===== src/rtl/lsfh_pkg.sv =====
`timescale 1ns / 1ps
// shared types, codes and constants of the lin slave frame handler
package lsfh_pkg;

   localparam int FRAME_DATA_BYTES = 8;
   localparam int RX_COUNT_W       = 4;
   localparam int TICK_W           = 16;
   localparam int BYTE_W           = 8;
   localparam int CSR_DATA_W       = 16;
   localparam int CSR_ADDR_W       = 2;
   localparam int BURST_DEPTH      = 3;
   localparam int BURST_CNT_W      = 2;

   localparam logic [BYTE_W-1:0] SYNC_BYTE = 8'h55;

   typedef enum logic [1:0] {
      EV_TICK = 2'd0,
      EV_FALL = 2'd1,
      EV_RISE = 2'd2,
      EV_BYTE = 2'd3
   } ev_kind_type;

   typedef enum logic [1:0] {
      RSP_DATA      = 2'd0,
      RSP_TX        = 2'd1,
      RSP_BREAK_ERR = 2'd2
   } rsp_kind_type;

   typedef enum logic [1:0] {
      EDGE_FALL = 2'd0,
      EDGE_RISE = 2'd1,
      EDGE_RX   = 2'd2
   } edge_mode_type;

   typedef enum logic [1:0] {
      PH_SYNC = 2'd0,
      PH_ID   = 2'd1,
      PH_DATA = 2'd2
   } frame_phase_type;

   typedef enum logic [CSR_ADDR_W-1:0] {
      CSR_RECEIVE_ID      = 2'd0,
      CSR_SEND_ID         = 2'd1,
      CSR_BREAK_THRESHOLD = 2'd2,
      CSR_DIAG_VALUE      = 2'd3
   } csr_addr_type;

   typedef struct packed {
      logic [BYTE_W-1:0] receive_id;
      logic [BYTE_W-1:0] send_id;
      logic [TICK_W-1:0] break_threshold;
      logic [BYTE_W-1:0] diag_value;
   } cfg_type;

   typedef struct packed {
      rsp_kind_type      result_type;
      logic [BYTE_W-1:0] data_byte;
      logic              last;
   } rsp_beat_type;

   typedef struct packed {
      logic [BURST_CNT_W-1:0]          count;
      rsp_beat_type [BURST_DEPTH-1:0]  beats;
   } burst_type;

endpackage


===== src/rtl/lsfh_csr.sv =====
`timescale 1ns / 1ps
// configuration registers of the lin slave frame handler
module lsfh_csr (
   input  logic                             clock,
   input  logic                             reset,
   input  logic                             csr_we,
   input  logic [lsfh_pkg::CSR_ADDR_W-1:0]  csr_addr,
   input  logic [lsfh_pkg::CSR_DATA_W-1:0]  csr_wdata,
   output lsfh_pkg::cfg_type                cfg
);

   lsfh_pkg::cfg_type cfg_ff;
   lsfh_pkg::cfg_type cfg_in;

   always_comb begin
      cfg_in = cfg_ff;
      if (csr_we) begin
         unique case (lsfh_pkg::csr_addr_type'(csr_addr))
            lsfh_pkg::CSR_RECEIVE_ID: begin
               cfg_in.receive_id = csr_wdata[lsfh_pkg::BYTE_W-1:0];
            end
            lsfh_pkg::CSR_SEND_ID: begin
               cfg_in.send_id = csr_wdata[lsfh_pkg::BYTE_W-1:0];
            end
            lsfh_pkg::CSR_BREAK_THRESHOLD: begin
               cfg_in.break_threshold = csr_wdata[lsfh_pkg::TICK_W-1:0];
            end
            lsfh_pkg::CSR_DIAG_VALUE: begin
               cfg_in.diag_value = csr_wdata[lsfh_pkg::BYTE_W-1:0];
            end
            default: begin
               cfg_in = cfg_ff;
            end
         endcase
      end
   end

   always_ff @(posedge clock) begin
      if (reset) begin
         cfg_ff.receive_id      <= 8'd0;
         cfg_ff.send_id         <= 8'd1;
         cfg_ff.break_threshold <= 16'd13;
         cfg_ff.diag_value      <= 8'd170;
      end else begin
         cfg_ff <= cfg_in;
      end
   end

   assign cfg = cfg_ff;

endmodule


===== src/rtl/lsfh_frame.sv =====
`timescale 1ns / 1ps
// break detection and frame state machine, one event per cycle while fire is high
module lsfh_frame (
   input  logic                         clock,
   input  logic                         reset,
   input  logic                         fire,
   input  lsfh_pkg::ev_kind_type        kind,
   input  logic [lsfh_pkg::BYTE_W-1:0]  rx_byte,
   input  logic [lsfh_pkg::BYTE_W-1:0]  sensor_value,
   input  lsfh_pkg::cfg_type            cfg,
   output lsfh_pkg::burst_type          burst
);

   lsfh_pkg::edge_mode_type              edge_ff, edge_in;
   lsfh_pkg::frame_phase_type            phase_ff, phase_in;
   logic [lsfh_pkg::TICK_W-1:0]          tick_ff, tick_in;
   logic [lsfh_pkg::RX_COUNT_W-1:0]      rx_count_ff, rx_count_in;

   logic [lsfh_pkg::RX_COUNT_W-1:0]      rx_count_inc;
   logic                                 rx_done;
   logic                                 rx_on;
   logic                                 long_low;
   logic [lsfh_pkg::BYTE_W-1:0]          tx_sum;

   assign rx_count_inc = rx_count_ff + 1'b1;
   assign rx_done      = (rx_count_inc == lsfh_pkg::RX_COUNT_W'(lsfh_pkg::FRAME_DATA_BYTES));
   assign rx_on        = (edge_ff != lsfh_pkg::EDGE_FALL) && (edge_ff != lsfh_pkg::EDGE_RISE);
   assign long_low     = (tick_ff > cfg.break_threshold);
   assign tx_sum       = sensor_value + cfg.diag_value;

   // next state
   always_comb begin
      edge_in     = edge_ff;
      phase_in    = phase_ff;
      tick_in     = tick_ff;
      rx_count_in = rx_count_ff;
      unique case (kind)
         lsfh_pkg::EV_TICK: begin
            tick_in = tick_ff + 1'b1;
         end
         lsfh_pkg::EV_FALL: begin
            if (edge_ff == lsfh_pkg::EDGE_FALL) begin
               tick_in = '0;
               edge_in = lsfh_pkg::EDGE_RISE;
            end
         end
         lsfh_pkg::EV_RISE: begin
            if (edge_ff == lsfh_pkg::EDGE_RISE && long_low) begin
               edge_in  = lsfh_pkg::EDGE_RX;
               phase_in = lsfh_pkg::PH_SYNC;
            end
         end
         lsfh_pkg::EV_BYTE: begin
            if (rx_on) begin
               priority case (phase_ff)
                  lsfh_pkg::PH_ID: begin
                     if (rx_byte == cfg.receive_id) begin
                        phase_in = lsfh_pkg::PH_DATA;
                     end else begin
                        phase_in = lsfh_pkg::PH_SYNC;
                        edge_in  = lsfh_pkg::EDGE_FALL;
                     end
                  end
                  lsfh_pkg::PH_DATA: begin
                     if (rx_done) begin
                        rx_count_in = '0;
                        phase_in    = lsfh_pkg::PH_SYNC;
                        edge_in     = lsfh_pkg::EDGE_FALL;
                     end else begin
                        rx_count_in = rx_count_inc;
                     end
                  end
                  default: begin
                     if (rx_byte == lsfh_pkg::SYNC_BYTE) begin
                        phase_in = lsfh_pkg::PH_ID;
                     end
                  end
               endcase
            end
         end
         default: begin
            tick_in = tick_ff;
         end
      endcase
   end

   // result beats
   always_comb begin
      burst       = '0;
      burst.beats = '0;
      unique case (kind)
         lsfh_pkg::EV_RISE: begin
            if (edge_ff == lsfh_pkg::EDGE_RISE && !long_low) begin
               burst.count                = 2'd1;
               burst.beats[0].result_type = lsfh_pkg::RSP_BREAK_ERR;
            end
         end
         lsfh_pkg::EV_BYTE: begin
            if (rx_on) begin
               if (phase_ff == lsfh_pkg::PH_ID && rx_byte != cfg.receive_id
                     && rx_byte == cfg.send_id) begin
                  burst.count                = 2'd3;
                  burst.beats[0].result_type = lsfh_pkg::RSP_TX;
                  burst.beats[0].data_byte   = sensor_value;
                  burst.beats[1].result_type = lsfh_pkg::RSP_TX;
                  burst.beats[1].data_byte   = cfg.diag_value;
                  burst.beats[2].result_type = lsfh_pkg::RSP_TX;
                  burst.beats[2].data_byte   = ~tx_sum;
                  burst.beats[2].last        = 1'b1;
               end else if (phase_ff == lsfh_pkg::PH_DATA) begin
                  burst.count                = 2'd1;
                  burst.beats[0].result_type = lsfh_pkg::RSP_DATA;
                  burst.beats[0].data_byte   = rx_byte;
                  burst.beats[0].last        = rx_done;
               end
            end
         end
         default: begin
            burst.count = '0;
         end
      endcase
   end

   always_ff @(posedge clock) begin
      if (reset) begin
         edge_ff     <= lsfh_pkg::EDGE_FALL;
         phase_ff    <= lsfh_pkg::PH_SYNC;
         tick_ff     <= '0;
         rx_count_ff <= '0;
      end else if (fire) begin
         edge_ff     <= edge_in;
         phase_ff    <= phase_in;
         tick_ff     <= tick_in;
         rx_count_ff <= rx_count_in;
      end
   end

`ifndef SYNTHESIS
   a_rx_count_range: assert property (@(posedge clock) disable iff (reset)
      rx_count_ff < lsfh_pkg::RX_COUNT_W'(lsfh_pkg::FRAME_DATA_BYTES))
      else $error("data byte count out of range");

   a_phase_needs_rx: assert property (@(posedge clock) disable iff (reset)
      (phase_ff != lsfh_pkg::PH_SYNC) |-> rx_on)
      else $error("frame phase advanced while reception off");
`endif

endmodule


===== src/rtl/lsfh_rsp_buf.sv =====
`timescale 1ns / 1ps
// result buffer that plays out up to three beats of one event
module lsfh_rsp_buf (
   input  logic                         clock,
   input  logic                         reset,
   input  logic                         load,
   input  lsfh_pkg::burst_type          burst,
   output logic                         free,
   output logic                         rsp_tvalid,
   input  logic                         rsp_tready,
   output lsfh_pkg::rsp_beat_type       rsp_beat
);

   logic [lsfh_pkg::BURST_CNT_W-1:0]          cnt_ff, cnt_in;
   logic [lsfh_pkg::BURST_CNT_W-1:0]          idx_ff, idx_in;
   lsfh_pkg::rsp_beat_type [lsfh_pkg::BURST_DEPTH-1:0] beats_ff, beats_in;

   logic pop;
   logic pop_last;

   assign rsp_tvalid = (cnt_ff != '0);
   assign pop        = rsp_tvalid && rsp_tready;
   assign pop_last   = pop && (idx_ff == cnt_ff - 1'b1);
   assign free       = !rsp_tvalid || pop_last;

   always_comb begin
      unique case (idx_ff)
         2'd0:    rsp_beat = beats_ff[0];
         2'd1:    rsp_beat = beats_ff[1];
         2'd2:    rsp_beat = beats_ff[2];
         default: rsp_beat = beats_ff[0];
      endcase
   end

   always_comb begin
      cnt_in   = cnt_ff;
      idx_in   = idx_ff;
      beats_in = beats_ff;
      if (load && free) begin
         cnt_in   = burst.count;
         idx_in   = '0;
         beats_in = burst.beats;
      end else if (pop_last) begin
         cnt_in = '0;
         idx_in = '0;
      end else if (pop) begin
         idx_in = idx_ff + 1'b1;
      end
   end

   always_ff @(posedge clock) begin
      if (reset) begin
         cnt_ff <= '0;
         idx_ff <= '0;
      end else begin
         cnt_ff <= cnt_in;
         idx_ff <= idx_in;
      end
   end

   always_ff @(posedge clock) begin
      beats_ff <= beats_in;
   end

`ifndef SYNTHESIS
   a_idx_in_burst: assert property (@(posedge clock) disable iff (reset)
      rsp_tvalid |-> (idx_ff < cnt_ff))
      else $error("beat index beyond burst length");

   a_burst_continues: assert property (@(posedge clock) disable iff (reset)
      (pop && !pop_last) |=> (rsp_tvalid && idx_ff == $past(idx_ff) + 1'b1))
      else $error("burst dropped before its last beat");

   a_load_only_free: assert property (@(posedge clock) disable iff (reset)
      (rsp_tvalid && !pop) |=> (cnt_ff == $past(cnt_ff)))
      else $error("pending burst overwritten");
`endif

endmodule


===== src/rtl/lin_slave_frame_handler.sv =====
`timescale 1ns / 1ps
// top level of the lin slave frame handler
//
// each req beat is one bus event (tick, falling edge, rising edge or received
// byte); it waits in an input register until the result buffer is free, whose
// registered results drive rsp. events with no or one result are taken at one
// per clock while rsp takes each result at once. a send identifier gives three
// transmit beats, which leave the buffer one per cycle while rsp_tready is high;
// the next event waits in the input register and req is held off until the last
// of them is taken. configuration writes take effect at the next clock edge.
module lin_slave_frame_handler (
   input  logic                                clock,
   input  logic                                reset,
   // slave side
   input  logic                                req_tvalid,
   output logic                                req_tready,
   input  logic [15:0]                         req_tdata,   // rx_byte, sensor_value
   input  logic [1:0]                          req_tuser,   // kind
   // master side
   output logic                                rsp_tvalid,
   input  logic                                rsp_tready,
   output logic [7:0]                          rsp_tdata,   // data_byte
   output logic [1:0]                          rsp_tuser,   // result_type
   output logic                                rsp_tlast,
   // configuration
   input  logic                                csr_we,
   input  logic [lsfh_pkg::CSR_ADDR_W-1:0]     csr_addr,
   input  logic [lsfh_pkg::CSR_DATA_W-1:0]     csr_wdata
);

   logic                          in_valid_ff, in_valid_in;
   lsfh_pkg::ev_kind_type         in_kind_ff;
   logic [lsfh_pkg::BYTE_W-1:0]   in_byte_ff;
   logic [lsfh_pkg::BYTE_W-1:0]   in_sensor_ff;

   lsfh_pkg::cfg_type             cfg;
   lsfh_pkg::burst_type           burst;
   lsfh_pkg::rsp_beat_type        rsp_beat;
   logic                          buf_free;
   logic                          fire;
   logic                          req_take;

   assign fire       = in_valid_ff && buf_free;
   assign req_tready = !in_valid_ff || fire;
   assign req_take   = req_tvalid && req_tready;

   always_comb begin
      in_valid_in = in_valid_ff;
      if (req_take) begin
         in_valid_in = 1'b1;
      end else if (fire) begin
         in_valid_in = 1'b0;
      end
   end

   always_ff @(posedge clock) begin
      if (reset) begin
         in_valid_ff <= 1'b0;
      end else begin
         in_valid_ff <= in_valid_in;
      end
   end

   always_ff @(posedge clock) begin
      if (req_take) begin
         in_kind_ff   <= lsfh_pkg::ev_kind_type'(req_tuser);
         in_byte_ff   <= req_tdata[7:0];
         in_sensor_ff <= req_tdata[15:8];
      end
   end

   lsfh_csr u_csr (
      .clock     (clock),
      .reset     (reset),
      .csr_we    (csr_we),
      .csr_addr  (csr_addr),
      .csr_wdata (csr_wdata),
      .cfg       (cfg)
   );

   lsfh_frame u_frame (
      .clock        (clock),
      .reset        (reset),
      .fire         (fire),
      .kind         (in_kind_ff),
      .rx_byte      (in_byte_ff),
      .sensor_value (in_sensor_ff),
      .cfg          (cfg),
      .burst        (burst)
   );

   lsfh_rsp_buf u_rsp_buf (
      .clock      (clock),
      .reset      (reset),
      .load       (fire),
      .burst      (burst),
      .free       (buf_free),
      .rsp_tvalid (rsp_tvalid),
      .rsp_tready (rsp_tready),
      .rsp_beat   (rsp_beat)
   );

   assign rsp_tdata = rsp_beat.data_byte;
   assign rsp_tuser = 2'(rsp_beat.result_type);
   assign rsp_tlast = rsp_beat.last;

endmodule


===== config.mk =====
export PLATFORM = sky130hd
export DESIGN_NAME = lin_slave_frame_handler
export DESIGN_NICKNAME = d
export VERILOG_FILES = /design/src/rtl/lsfh_pkg.sv /design/src/rtl/lsfh_csr.sv /design/src/rtl/lsfh_frame.sv /design/src/rtl/lsfh_rsp_buf.sv /design/src/rtl/lin_slave_frame_handler.sv
export SDC_FILE = /design/constraint.sdc
export NUM_CORES = 1
export LEC_CHECK = 0
export ABC_AREA = 1
export BUFFER_PORTS_ARGS = -buffer_cell sky130_fd_sc_hd__buf_2
export CAP_MARGIN = 0
export CORE_MARGIN = 2
export CORE_UTILIZATION = 35
export DETAILED_ROUTE_END_ITERATION = 7
export MAX_ROUTING_LAYER = met4
export PLACE_DENSITY = 0.55
export REMOVE_ABC_BUFFERS = 1
export SYNTH_ARGS = -nofsm -noshare
export SYNTH_HDL_FRONTEND = slang
export SYNTH_SLANG_ARGS = --single-unit

===== constraint.sdc =====
create_clock -name clock -period 2.2 [get_ports clock]
set_input_delay 0.33 -clock clock [delete_from_list [all_inputs] [get_ports clock]]
set_output_delay 0.33 -clock clock [all_outputs]
set_load 0.1 [all_outputs]

==> reports/summary.txt <==
# clock sinks: 115
Outcome: finished clean
Power share of the combinational group: 8.0%
Sequential share of power: 41.6%
Worst EP required: 1.87 ns
CTS hold repair buffers: 0
Crit path time final: 2.13 ns
Diode count: 0
Largest family of logic cells by synthesized area: simple AND/OR/NAND/NOR gates
Drt drc: 0
Commonest non-fill, non-tap cell in the layout: nand2_1
Fin. Hold Viols: 0
Routed WL: 13800 µm
Antenna violations before repair: 0
Core Util, Final: 44.4%
DR WL/cell: 13.7 µm
Area grow syn2layout: 25.2%
Hold WC Path Type: in -> reg
Avg Inst Size Synth: 8.38 µm²
CTS tree: built
Hold WS: 0.0852 ns
Compound-cell area share of the yosys netlist: 14.1%
FILL cells: 1575
Lkg Pwr: 3.00 nW
Synth top area share: 23.8%
Slew Viols, Final: 0
Chip width: 133 µm
Final ANT Viol Nets: 0
Commonest cells after routing, fill and taps aside: 116 x nand2_1, 82 x nor2_1, 73 x inv_1
Largest net degree at the start of global routing: 34
Core box area: 0.0164 mm²
Final Cycle Share: 96.6%
Worst Clk Skew: 0.00418 ns
Sw power: 0.00129 W
Vias in the first global route: 4783
GP Congestion: 0.887
Fmax: 470 MHz
Overflow after GRT: 0
Startpoint Class: register
Die ar.: 0.0177 mm²
Post-synthesis adder-cell area fraction: 7.02%
Worst rel slew slack: 54.8%
Sequential-to-total area share from yosys stat: 47.5%
MaxCap Viol Count: 0
Worst Path Max Fanout: 4
Register bit count reported by yosys: 115
Crit end category: primary output
DIE HEIGHT: 133 µm
Asr flop ratio synth: 0%
First-pass GRT wire length: 23600 µm
First DRT Iteration DRCs: 338
Final HPWL DP: 10300 µm
Root buf cell: clkbuf_16
Clock share of power: 50.3%
Net Sw Frac: 22.9%
Worst EP arrival: 1.80 ns
Synthesis Warnings: 0
Ranking of synthesized cells by area: dfxtp_1 24%, edfxtp_1 24%, nand2_1 7.5%, a21oi_1 7.1%, ha_1 6.7%
Clk Latency, worst-skew pair: 0.42 ns
Final setup viols: 0
Pwr/cell area: 773 mW/mm²
WS Path Type: reg -> out
Post-synth top area cell: dfxtp_1
Layout cells sized above 1: 19.2%
Mux share of post-synthesis cell area: 0%
Vias: 4855
Detailed Routing Iterations Pass 1: 5
P_int: 0.00434 W
Initial core utilization: 35.4%
Nets: 842
Tot Pwr: 0.00563 W
Max Buffers Root-to-Sink: 2
# IOs: 54
VDD IR max: 497 µV
Std-Cell Rows: 47
CTS clk-pin slew, worst paths: 0.05 ns
Cell area after synthesis: 0.00581 mm²
EDFF count, synth: 46
Post-synthesis xor/xnor area fraction: 3.01%
# H-tree levels: 4
Routed vias/inst: 4.85
Unique masters post-synth: 46
Simple-Gate Fraction of Synth Area: 21.6%
Worst slack at placement: 0.182 ns
Top_reg_cell synth: dfxtp_1
Synth Instances: 694
Total CTS buffers: 17
Worst Max-Slew Pin Slew: 0.677 ns
Port bufs: 53
Worst setup margin: 0.0742 ns
Gr usage total: 17.2%
==> synthesized netlist by cell type (11+ instances only) <==
| master | n |
|---|---|
| o21ai_0 | 54 |
| nor3_1 | 11 |
| a21oi_1 | 82 |
| nand4_1 | 12 |
| ha_1 | 31 |
| inv_1 | 74 |
| nand3_1 | 22 |
| xnor2_1 | 14 |
| nor2_1 | 83 |
| edfxtp_1 | 46 |
| dfxtp_1 | 69 |
| nand2_1 | 116 |
==> cell families after synthesis <==
family                     after synthesis
buffers and inverters                   98
adders and majority gates               32
xor gates and xnor gates                20
and+or+nand+nor                        275
DFF                                    115
AOI/OAI and AO/OA                      154
==> final timing paths <==
kind,start,cells past startpoint,slack (ns),endpoint
worst max-delay path,u_rsp_buf.cnt_ff[0],8,0.07,req_tready
worst min-delay path,req_tdata[3],1,0.09,in_byte_ff[3]
worst max register to register,u_rsp_buf.cnt_ff[0],14,0.19,u_frame.tick_ff[7]
worst min register to register,u_csr.cfg[13],2,0.46,u_csr.cfg[13]
==> through the flow <==
stage	area (µm²)	cells	TNS, ns
after CTS	7210	997	0
final	7280	1002	0
after global placement	6560	965	0
after floorplan	5730	678	-22.70
after detailed placement	6560	965	0
after global routing	7280	1002	-0.00588
==> layer usage <==
metal,track usage (%),routed length [µm],vias up
met3,3.87,543,17
met4,6.45,189,0
met2,26.9,6510,96
met5,-,0,-
met1,21.9,6510,2262
li1,-,-,2480
==> power groups by stage <==
stage / combinational, W / clock [W] / sequential, W
6_report: 0.000452 / 0.00283 / 0.00234
5_1_grt: 0.000512 / 0.00297 / 0.00235
4_1_cts: 0.000452 / 0.00288 / 0.00234
3_5_place_dp: 0.000447 / 0 / 0.00239
3_3_place_gp: 0.000440 / 0 / 0.00239
2_1_floorplan: 0.000282 / 0 / 0.00237
==> area by class of cell <==
class                   instances  area (µm²)  share of cell area (%)
flip-flops and latches        115        2760                    38.0
repair buffers                 72         596                    8.18
clock buffers                  21         440                    6.05
multi-input cells             481        2730                    37.5
clock inverters                11         160                    2.20
inverters                      82         314                    4.31
well taps                     220         275                    3.78
==> flip-flops by register name (all words and copies together) (netlist names) <==
name	count
u_rsp_buf.beats_ff	28
in_byte_ff	8
u_frame.rx_count_ff	4
u_rsp_buf.cnt_ff	2
u_frame.edge_ff	2
u_rsp_buf.idx_ff	2
in_valid_ff	1
in_kind_ff	2
u_frame.tick_ff	16
u_frame.phase_ff	2
u_csr.cfg	40
in_sensor_ff	8
==> worst max-delay path, stage by stage, from the launching register on <==
cell	delay, ns
dfxtp_1	0.37
inv_2	0.07
ha_1	0.20
inv_2	0.09
nand2_2	0.08
a21oi_2	0.13
nand3_2	0.15
nand3_4	0.11
buf_12	0.17
==> what timing repair did <==
item,CTS,global route
pin swaps,0,2
gates resized for setup,15,9
endpoints found under the setup margin,11,42
buffers inserted,0,5
No activity file was read; power rests on OpenSTA's default activity.
